## src/rtl/sq8_pkg.sv

```systemverilog
// ----------------------------------------------------------------------------
// sq8_pkg
// Shared types and constants for the symmetric int8 quantiser.
// ----------------------------------------------------------------------------
package sq8_pkg;

  localparam int SAMPLE_W    = 16;
  localparam int Q_W         = 8;
  localparam int SCALE_W     = 23;
  localparam int MAX_LEN_DEF = 64;
  localparam int MAX_W       = 16;

  // divider geometry
  localparam int DVD_W       = 24;
  localparam int DVS_W       = 17;
  localparam int QB_W        = 5;
  localparam int QUOT_W      = 23;

  localparam logic [QB_W-1:0]    SCALE_QBITS = QB_W'(23);
  localparam logic [QB_W-1:0]    Q_QBITS     = QB_W'(7);
  localparam logic [7:0]         QMAX2       = 8'd254;
  localparam logic [DVD_W-1:0]   SCALE_NUM   = DVD_W'(127 * 131072);
  localparam logic [SCALE_W-1:0] SCALE_ONE   = SCALE_W'(65536);

  typedef struct packed {
    logic signed [SAMPLE_W-1:0] sample;
    logic                       last;
  } in_t;

  typedef struct packed {
    logic signed [Q_W-1:0]  quantized;
    logic [SCALE_W-1:0]     scale;
    logic                   last_res;
  } out_t;

  typedef struct packed {
    logic              start;
    logic [DVD_W-1:0]  dividend;
    logic [DVS_W-1:0]  divisor;
    logic [QB_W-1:0]   qbits;
  } div_req_t;

  typedef struct packed {
    logic              done;
    logic [QUOT_W-1:0] quot;
  } div_rsp_t;

endpackage

```

## src/rtl/sq8_div.sv

```systemverilog
// ----------------------------------------------------------------------------
// sq8_div
// Restoring divider, one quotient bit per cycle, quotient length per request.
// ----------------------------------------------------------------------------
module sq8_div (
  input  logic              clk,
  input  logic              rst_n,
  input  sq8_pkg::div_req_t req,
  output sq8_pkg::div_rsp_t rsp
);
  import sq8_pkg::*;

  logic [DVS_W-1:0]  rem_r, rem_nxt;
  logic [DVS_W-1:0]  dvs_r;
  logic [DVD_W-1:0]  dvd_r;
  logic [QUOT_W-1:0] quot_r, quot_nxt;
  logic [QB_W-1:0]   cnt_r;
  logic              busy_r;
  logic              done_r;
  logic [DVS_W:0]    trial;
  logic              ge;

  always_comb begin
    trial = {rem_r, dvd_r[DVD_W-1]};
    ge    = trial >= {1'b0, dvs_r};
    if (ge) begin
      rem_nxt = DVS_W'(trial - {1'b0, dvs_r});
    end else begin
      rem_nxt = trial[DVS_W-1:0];
    end
    quot_nxt = {quot_r[QUOT_W-2:0], ge};
  end

  always_ff @(posedge clk) begin
    if (!rst_n) begin
      busy_r <= 1'b0;
      done_r <= 1'b0;
    end else begin
      done_r <= 1'b0;
      if (req.start) begin
        busy_r <= 1'b1;
        cnt_r  <= req.qbits;
        rem_r  <= DVS_W'(req.dividend >> req.qbits);
        dvd_r  <= req.dividend << (QB_W'(DVD_W) - req.qbits);
        dvs_r  <= req.divisor;
        quot_r <= '0;
      end else if (busy_r) begin
        rem_r  <= rem_nxt;
        quot_r <= quot_nxt;
        dvd_r  <= dvd_r << 1;
        cnt_r  <= cnt_r - QB_W'(1);
        if (cnt_r == QB_W'(1)) begin
          busy_r <= 1'b0;
          done_r <= 1'b1;
        end
      end
    end
  end

  assign rsp.done = done_r;
  assign rsp.quot = quot_r;

endmodule

```

## src/rtl/sq8_jobq.sv

```systemverilog
// ----------------------------------------------------------------------------
// sq8_jobq
// Two-entry queue of closed blocks between the load and emit sides.
// ----------------------------------------------------------------------------
module sq8_jobq #(
  parameter int W = 24
) (
  input  logic         clk,
  input  logic         rst_n,
  input  logic         push,
  input  logic [W-1:0] push_data,
  output logic         full,
  input  logic         pop,
  output logic         head_valid,
  output logic [W-1:0] head_data
);
  import sq8_pkg::*;

  logic [W-1:0] ent_r [2];
  logic         wr_ptr_r;
  logic         rd_ptr_r;
  logic [1:0]   cnt_r;

  always_ff @(posedge clk) begin
    if (!rst_n) begin
      wr_ptr_r <= 1'b0;
      rd_ptr_r <= 1'b0;
      cnt_r    <= 2'd0;
    end else begin
      if (push) begin
        ent_r[wr_ptr_r] <= push_data;
        wr_ptr_r        <= ~wr_ptr_r;
      end
      if (pop) begin
        rd_ptr_r <= ~rd_ptr_r;
      end
      if (push && !pop) begin
        cnt_r <= cnt_r + 2'd1;
      end else if (pop && !push) begin
        cnt_r <= cnt_r - 2'd1;
      end
    end
  end

  assign full       = cnt_r == 2'd2;
  assign head_valid = cnt_r != 2'd0;
  assign head_data  = ent_r[rd_ptr_r];

  assert property (@(posedge clk) disable iff (!rst_n) push |-> !full || pop)
    else $error("sq8_jobq: transfer into full queue");
  assert property (@(posedge clk) disable iff (!rst_n) pop |-> head_valid)
    else $error("sq8_jobq: pop from empty queue");
  assert property (@(posedge clk) disable iff (!rst_n) cnt_r != 2'd3)
    else $error("sq8_jobq: occupancy out of range");

endmodule

```

## src/rtl/sq8_front.sv

```systemverilog
// ----------------------------------------------------------------------------
// sq8_front
// Load side: stores samples into the open bank, tracks count and max |x|.
// ----------------------------------------------------------------------------
module sq8_front #(
  parameter int MAX_LEN = sq8_pkg::MAX_LEN_DEF,
  parameter int CNT_W   = $clog2(MAX_LEN + 1),
  parameter int IDX_W   = (MAX_LEN > 1) ? $clog2(MAX_LEN) : 1
) (
  input  logic                         clk,
  input  logic                         rst_n,
  input  logic                         push,
  input  logic                         full,
  input  sq8_pkg::in_t                 data,
  output logic                         wr_en,
  output logic                         wr_bank,
  output logic [IDX_W-1:0]             wr_idx,
  output logic [sq8_pkg::SAMPLE_W-1:0] wr_data,
  output logic                         job_push,
  output logic                         job_bank,
  output logic [CNT_W-1:0]             job_n,
  output logic [sq8_pkg::MAX_W-1:0]    job_m
);
  import sq8_pkg::*;

  logic [CNT_W-1:0]  count_r;
  logic [MAX_W-1:0]  max_r;
  logic              bank_r;
  logic              accept;
  logic              store;
  logic [MAX_W:0]    sx;
  logic [MAX_W:0]    ax;
  logic [MAX_W-1:0]  max_new;
  logic [CNT_W-1:0]  count_new;

  always_comb begin
    accept    = push && !full;
    store     = count_r < CNT_W'(MAX_LEN);
    sx        = {data.sample[SAMPLE_W-1], data.sample};
    ax        = sx[MAX_W] ? (~sx + (MAX_W+1)'(1)) : sx;
    max_new   = (store && (ax > {1'b0, max_r})) ? ax[MAX_W-1:0] : max_r;
    count_new = store ? (count_r + CNT_W'(1)) : count_r;
  end

  always_ff @(posedge clk) begin
    if (!rst_n) begin
      count_r <= '0;
      max_r   <= '0;
      bank_r  <= 1'b0;
    end else if (accept) begin
      if (data.last) begin
        count_r <= '0;
        max_r   <= '0;
        bank_r  <= ~bank_r;
      end else begin
        count_r <= count_new;
        max_r   <= max_new;
      end
    end
  end

  assign wr_en    = accept && store;
  assign wr_bank  = bank_r;
  assign wr_idx   = count_r[IDX_W-1:0];
  assign wr_data  = data.sample;
  assign job_push = accept && data.last;
  assign job_bank = bank_r;
  assign job_n    = count_new;
  assign job_m    = max_new;

endmodule

```

## src/rtl/sq8_back.sv

```systemverilog
// ----------------------------------------------------------------------------
// sq8_back
// Emit side: holds the two sample banks, divides and drives the result register.
// ----------------------------------------------------------------------------
module sq8_back #(
  parameter int MAX_LEN = sq8_pkg::MAX_LEN_DEF,
  parameter int CNT_W   = $clog2(MAX_LEN + 1),
  parameter int IDX_W   = (MAX_LEN > 1) ? $clog2(MAX_LEN) : 1
) (
  input  logic                         clk,
  input  logic                         rst_n,
  input  logic                         wr_en,
  input  logic                         wr_bank,
  input  logic [IDX_W-1:0]             wr_idx,
  input  logic [sq8_pkg::SAMPLE_W-1:0] wr_data,
  input  logic                         job_valid,
  input  logic                         job_bank,
  input  logic [CNT_W-1:0]             job_n,
  input  logic [sq8_pkg::MAX_W-1:0]    job_m,
  output logic                         job_pop,
  output logic                         out_empty,
  input  logic                         out_pop,
  output sq8_pkg::out_t                out_data
);
  import sq8_pkg::*;

  typedef enum logic [2:0] {
    S_IDLE, S_SCALE_WAIT, S_READ, S_CALC, S_QWAIT, S_EMIT
  } state_t;

  state_t                     state_r;
  logic [SAMPLE_W-1:0]        mem [2][MAX_LEN];
  logic signed [SAMPLE_W-1:0] rd_data_r;
  logic [CNT_W-1:0]           k_r;
  logic [SCALE_W-1:0]         scale_r;
  logic [6:0]                 q_r;
  logic                       neg_r;
  logic                       out_valid_r;
  out_t                       out_r;
  div_req_t                   div_req;
  div_rsp_t                   div_rsp;
  logic [MAX_W:0]             sx;
  logic [MAX_W:0]             av;
  logic                       m_zero;
  logic                       out_free;
  logic                       is_last;
  logic [Q_W-1:0]             q_ext;

  sq8_div u_div (
    .clk   (clk),
    .rst_n (rst_n),
    .req   (div_req),
    .rsp   (div_rsp)
  );

  always_ff @(posedge clk) begin
    if (wr_en) begin
      mem[wr_bank][wr_idx] <= wr_data;
    end
    if (state_r == S_READ) begin
      rd_data_r <= mem[job_bank][k_r[IDX_W-1:0]];
    end
  end

  always_comb begin
    m_zero   = job_m == '0;
    sx       = {rd_data_r[SAMPLE_W-1], rd_data_r};
    av       = sx[MAX_W] ? (~sx + (MAX_W+1)'(1)) : sx;
    out_free = !out_valid_r || out_pop;
    is_last  = (k_r + CNT_W'(1)) == job_n;
    q_ext    = {1'b0, q_r};
    job_pop  = (state_r == S_EMIT) && out_free && is_last;

    div_req.divisor = {job_m, 1'b0};
    if (state_r == S_IDLE) begin
      div_req.start    = job_valid && !m_zero;
      div_req.dividend = SCALE_NUM + DVD_W'(job_m);
      div_req.qbits    = SCALE_QBITS;
    end else begin
      div_req.start    = (state_r == S_CALC) && !m_zero;
      div_req.dividend = DVD_W'(av) * DVD_W'(QMAX2) + DVD_W'(job_m);
      div_req.qbits    = Q_QBITS;
    end
  end

  always_ff @(posedge clk) begin
    if (!rst_n) begin
      state_r     <= S_IDLE;
      out_valid_r <= 1'b0;
    end else begin
      if (out_pop && out_valid_r) begin
        out_valid_r <= 1'b0;
      end
      case (state_r)
        S_IDLE: begin
          k_r <= '0;
          if (job_valid) begin
            if (m_zero) begin
              scale_r <= SCALE_ONE;
              state_r <= S_READ;
            end else begin
              state_r <= S_SCALE_WAIT;
            end
          end
        end
        S_SCALE_WAIT: begin
          if (div_rsp.done) begin
            scale_r <= div_rsp.quot[SCALE_W-1:0];
            state_r <= S_READ;
          end
        end
        S_READ: begin
          state_r <= S_CALC;
        end
        S_CALC: begin
          neg_r <= rd_data_r[SAMPLE_W-1];
          if (m_zero) begin
            q_r     <= '0;
            state_r <= S_EMIT;
          end else begin
            state_r <= S_QWAIT;
          end
        end
        S_QWAIT: begin
          if (div_rsp.done) begin
            q_r     <= div_rsp.quot[6:0];
            state_r <= S_EMIT;
          end
        end
        S_EMIT: begin
          if (out_free) begin
            out_valid_r     <= 1'b1;
            out_r.quantized <= neg_r ? -q_ext : q_ext;
            out_r.scale     <= scale_r;
            out_r.last_res  <= is_last;
            if (is_last) begin
              state_r <= S_IDLE;
            end else begin
              k_r     <= k_r + CNT_W'(1);
              state_r <= S_READ;
            end
          end
        end
        default: state_r <= S_IDLE;
      endcase
    end
  end

  assign out_empty = !out_valid_r;
  assign out_data  = out_r;

  assert property (@(posedge clk) disable iff (!rst_n)
                   !out_empty |-> out_data.quantized != -8'sd128)
    else $error("sq8_back: quantised value out of range");
  assert property (@(posedge clk) disable iff (!rst_n)
                   !out_empty |-> out_data.scale != '0)
    else $error("sq8_back: zero scale");
  assert property (@(posedge clk) disable iff (!rst_n)
                   state_r != S_IDLE |-> job_valid)
    else $error("sq8_back: block lost while emitting");
  assert property (@(posedge clk) disable iff (!rst_n)
                   div_rsp.done |-> (state_r == S_SCALE_WAIT || state_r == S_QWAIT))
    else $error("sq8_back: unexpected divider completion");

endmodule

```

## src/rtl/symmetric_int8_quantizer.sv

```systemverilog
// Load: one sample per cycle while a sample bank is free (two banks, one per closed block).
// Emit: the 23-bit scale is divided once per block, then each result is read, divided
// and emitted in turn, one at a time, on the one-bit-per-cycle divider shared by scale
// and quantised values; an all-zero block skips the divider: scale SCALE_ONE, results 0.
// Reset (rst_n low, synchronous) empties the queue and result register; stored samples
// keep no reset value and are only read once written.
// ----------------------------------------------------------------------------
// symmetric_int8_quantizer
// Absmax int8 quantiser: collects a block, then emits one result per stored sample (up to MAX_LEN).
// ----------------------------------------------------------------------------
module symmetric_int8_quantizer #(
  parameter int MAX_LEN = sq8_pkg::MAX_LEN_DEF
) (
  input  logic          clk,
  input  logic          rst_n,
  input  logic          in_push,
  output logic          in_full,
  input  sq8_pkg::in_t  in_data,
  output logic          out_empty,
  input  logic          out_pop,
  output sq8_pkg::out_t out_data
);
  import sq8_pkg::*;

  localparam int CNT_W = $clog2(MAX_LEN + 1);
  localparam int IDX_W = (MAX_LEN > 1) ? $clog2(MAX_LEN) : 1;
  localparam int JOB_W = 1 + CNT_W + MAX_W;

  logic                wr_en;
  logic                wr_bank;
  logic [IDX_W-1:0]    wr_idx;
  logic [SAMPLE_W-1:0] wr_data;
  logic                job_push;
  logic                push_bank;
  logic [CNT_W-1:0]    push_n;
  logic [MAX_W-1:0]    push_m;
  logic                job_pop;
  logic                job_valid;
  logic [JOB_W-1:0]    head;

  sq8_front #(
    .MAX_LEN (MAX_LEN),
    .CNT_W   (CNT_W),
    .IDX_W   (IDX_W)
  ) u_front (
    .clk      (clk),
    .rst_n    (rst_n),
    .push     (in_push),
    .full     (in_full),
    .data     (in_data),
    .wr_en    (wr_en),
    .wr_bank  (wr_bank),
    .wr_idx   (wr_idx),
    .wr_data  (wr_data),
    .job_push (job_push),
    .job_bank (push_bank),
    .job_n    (push_n),
    .job_m    (push_m)
  );

  sq8_jobq #(
    .W (JOB_W)
  ) u_jobq (
    .clk        (clk),
    .rst_n      (rst_n),
    .push       (job_push),
    .push_data  ({push_bank, push_n, push_m}),
    .full       (in_full),
    .pop        (job_pop),
    .head_valid (job_valid),
    .head_data  (head)
  );

  sq8_back #(
    .MAX_LEN (MAX_LEN),
    .CNT_W   (CNT_W),
    .IDX_W   (IDX_W)
  ) u_back (
    .clk       (clk),
    .rst_n     (rst_n),
    .wr_en     (wr_en),
    .wr_bank   (wr_bank),
    .wr_idx    (wr_idx),
    .wr_data   (wr_data),
    .job_valid (job_valid),
    .job_bank  (head[JOB_W-1]),
    .job_n     (head[JOB_W-2:MAX_W]),
    .job_m     (head[MAX_W-1:0]),
    .job_pop   (job_pop),
    .out_empty (out_empty),
    .out_pop   (out_pop),
    .out_data  (out_data)
  );

endmodule
```

## config.mk

```make
export PLATFORM = sky130hd
export DESIGN_NAME = symmetric_int8_quantizer
export DESIGN_NICKNAME = d
export VERILOG_FILES = /design/src/rtl/sq8_pkg.sv /design/src/rtl/sq8_div.sv /design/src/rtl/sq8_jobq.sv /design/src/rtl/sq8_front.sv /design/src/rtl/sq8_back.sv /design/src/rtl/symmetric_int8_quantizer.sv
export SDC_FILE = /design/constraint.sdc
export NUM_CORES = 2
export LEC_CHECK = 0
export BUFFER_PORTS_ARGS = -buffer_cell sky130_fd_sc_hd__buf_2
export CORE_MARGIN = 5
export CORE_UTILIZATION = 51
export DETAILED_ROUTE_END_ITERATION = 12
export PLACE_DENSITY = 0.66
export SYNTH_ARGS = -nofsm -noshare
export SYNTH_HDL_FRONTEND = slang
export SYNTH_SLANG_ARGS = --single-unit
```

## constraint.sdc

```tcl
create_clock -name clk -period 12.9 [get_ports clk]
set_input_delay 1.935 -clock clk [delete_from_list [all_inputs] [get_ports clk]]
set_output_delay 1.935 -clock clk [all_outputs]
set_load 0.005 [all_outputs]
```

==> reports/qor.yml <==
setup_path:
  r2r_cells: 27
  worstSetupPathType: "register to register"
  reg2reg_from: "u_back.rd_data_r[0]"
  r2r_end: "u_back.u_div.rem_r[16]"
  cp.required_ns: 13.49
  cp_max_fo: 8
  rrSetupSlack_ns: 5.33
  cp.arrival_ns: 8.15
  endpoint_kind: "register"
  cp-start-kind: "register"
logic_synthesis:
  synth_top_area_cell: "edfxtp_1"
  ys_ff_latch: 2301
  ys_warn_count: 0
  synth_common_cells: "edfxtp_1 (2266), mux4_2 (672), nor2_1 (214), clkbuf_1 (151), inv_1 (133)"
  synthTopCellsByArea: "edfxtp_1 (73%), mux4_2 (16%), ha_1 (1.4%)"
  avgSynthCellArea_um2: 20.9
  netlist_area_mm2: 0.0937
  yosysSeqAreaShare_pct: 73.4
  synth_cell_types: 65
  yosysMostFrequentCell: "edfxtp_1"
  synth_edf_count: 2266
  synth_top_area_share_pct: 72.6
  ys.flop_type: "edfxtp_1"
  async_reset_ff_share_pct: 0
  netlist_instances: 4486
floorplanning:
  die_h_um: 439
  dieArea_mm2: 0.192
  pin_count: 55
  core_area_mm2: 0.183
  start_util_pct: 51.2
  fp-row-count: 157
  die_x_um: 439
cts:
  clkTransAtPathRegs_ns: 0.06
  cts-root-buf: "clkbuf_16"
  post_cts_resize_count: 0
  tritoncts: "yes"
  cts_inserted_buffers: 222
  cts_sinks: 2301
  hold_buffers: 0
  cts_htree_levels: 4
  clock_path_buffers: 3
  cts_setup_buffers: 0
  insertion_delay_ns: 0.86
placement:
  io_buffers: 54
  gp_congestion: 0.807
  dp.cells: 6991
  place_ws_ns: 5.33
  placed_area_mm2: 0.0978
  hpwl_um: 132000
timing:
  fin_crit_ns: 7.57
  fin_hold_ws_ns: 0.417
  fin_skew_ns: 0.0365
  period_share_pct: 58.7
  slew-limit-headroom_pct: 16.0
  max_freq_ghz: 0.132
  tns_ns: 0
  hold_violations: 0
  setup_viol: 0
  rsz0062_at_grt: "false"
  tightest_slew_ns: 1.25
  slew_viol_final: 0
  setup_ws_ns: 5.33
hold_path:
  hold_depth: 0
  min_to: "u_back.out_data[9]"
  hp-class: "register to register"
  hp-start: "u_back.scale_r[8]"
global_route:
  overflow: 0
  grt_pass1_vias: 44666
  grt_usage_pct: 22.8
  grt_max_degree: 157
  grt_pass1_wl_um: 317000
  antenna_found_initial: 21
finish:
  layout-drive-gt1-share_pct: 26.4
  postLayoutCellArea_mm2: 0.105
  layout.nets: 4919
  syn_to_final_growth_pct: 12.0
  final_cells: 7405
detailed_routing:
  avgViaCountPerCell: 6.09
  vias: 45128
  firstDrtPassIters: 5
  route.detailed.drc: 0
  wirelength_um: 218000
  drtIter0Drc: 5052
  post_drt_wl_per_cell_um: 29.4
  ant_nets: 0
power_and_ir_drop:
  power_density_mw_per_mm2: 167
  irDropWorstVdd_v: 0.000151
  p_leak_nw: 33.6
run:
  drv_cap: 0
status:
  run_status: "completed"
[critical path, cell delays in order (launching register included)]
cell	delay, ns
edfxtp_1	0.48
or3_1	0.39
or4_1	0.49
o21ai_0	0.22
xor2_1	0.55
xnor2_1	0.21
xnor2_1	0.27
fa_1	0.45
inv_1	0.08
fa_1	0.43
fa_1	0.51
inv_1	0.04
ha_1	0.41
a21oi_1	0.13
a21oi_1	0.23
o21a_1	0.20
o21ai_0	0.07
and2_1	0.18
xnor2_1	0.13
ha_1	0.33
o21ai_0	0.09
o21bai_1	0.28
a2111oi_0	0.11
nor3_1	0.36
nand3_1	0.15
nor4_1	0.26
xnor2_1	0.16
o22ai_1	0.09
[registers in the layout (all words and copies together) (netlist names), 16 cells and up, named ones only]
register	count
u_back.mem	2048
u_jobq.ent_r	48
u_back.out_data	32
u_back.scale_r	23
u_back.u_div.dvd_r	23
u_back.u_div.quot_r	23
u_back.u_div.rem_r	17
u_back.rd_data_r	16
u_back.u_div.dvs_r	16
u_front.max_r	16
[through the flow]
step                      total power [W]  utilization, %
after floorplan                    0.0105               -
after global placement             0.0113            53.5
after detailed placement           0.0113            53.5
after CTS                          0.0176            57.4
after global routing               0.0182            57.4
final                              0.0175            57.4
[per-layer routing]
layer  share of wire (%)  track usage [%]  wire length [um]  up-vias
li1                    -                -                 -    19030
met4                 2.5             6.08              5430        0
met5                   0                0                 0        -
met2                  49             36.5            106000     1838
met3                 7.8             4.11             16900      285
met1                  41             32.8             89700    23975
[cell usage in the layout, fill, tap and decap left out, types with 57 or more instances in the layout]
master and instances:
edfxtp_1 2266, mux4_2 672, clkbuf_16 222, buf_4 209, nor2_1 195, inv_1 133
ha_1 103, nand2_1 92, xnor2_1 72, a21oi_1 63, o21ai_0 57
[kinds of logic after synthesis]
family,after synthesis,share of synthesized area (%)
muxes,729,16.8
xor gates and xnor gates,120,1.12
buffers and inverters,348,1.50
adders and majority gates,150,2.35
AOI/OAI and AO/OA,290,2.04
and+or+nand+nor,546,2.81
DFF,2301,73.4
other,2,0.00801
[power breakdown]
group	switching (W)	total [W]	internal [W]
Sequential	0.0000330	0.00834	0.00831
Clock	0.00278	0.00631	0.00353
Combinational	0.00167	0.00283	0.00116
Total	0.00448	0.0175	0.0130
[layout make-up]
cell class	count	area, um2
Clock inverter	140	1320
Fill cell	13283	78000
Sequential cell	2301	68700
Timing Repair Buffer	252	1860
Antenna cell	4	10.0
Tap cell	2464	3080
Inverter	133	499
Multi-Input combinational cell	1841	23600
Clock buffer	270	5740
[worst max-delay path by stage]
stage / from / to / slack (ns)
detailed placement: u_back.rd_data_r[0] / u_back.u_div.rem_r[16] / 5.33
global route: u_back.rd_data_r[0] / u_back.u_div.rem_r[16] / 4.65
finish: u_back.rd_data_r[0] / u_back.u_div.rem_r[16] / 5.33
CTS: u_back.rd_data_r[0] / u_back.u_div.rem_r[16] / 5.31
global placement: u_back.rd_data_r[0] / u_back.u_div.rem_r[16] / 5.33
floorplan: u_back.rd_data_r[1] / u_back.u_div.rem_r[16] / 5.98
Power figures use the tool's default switching activity.
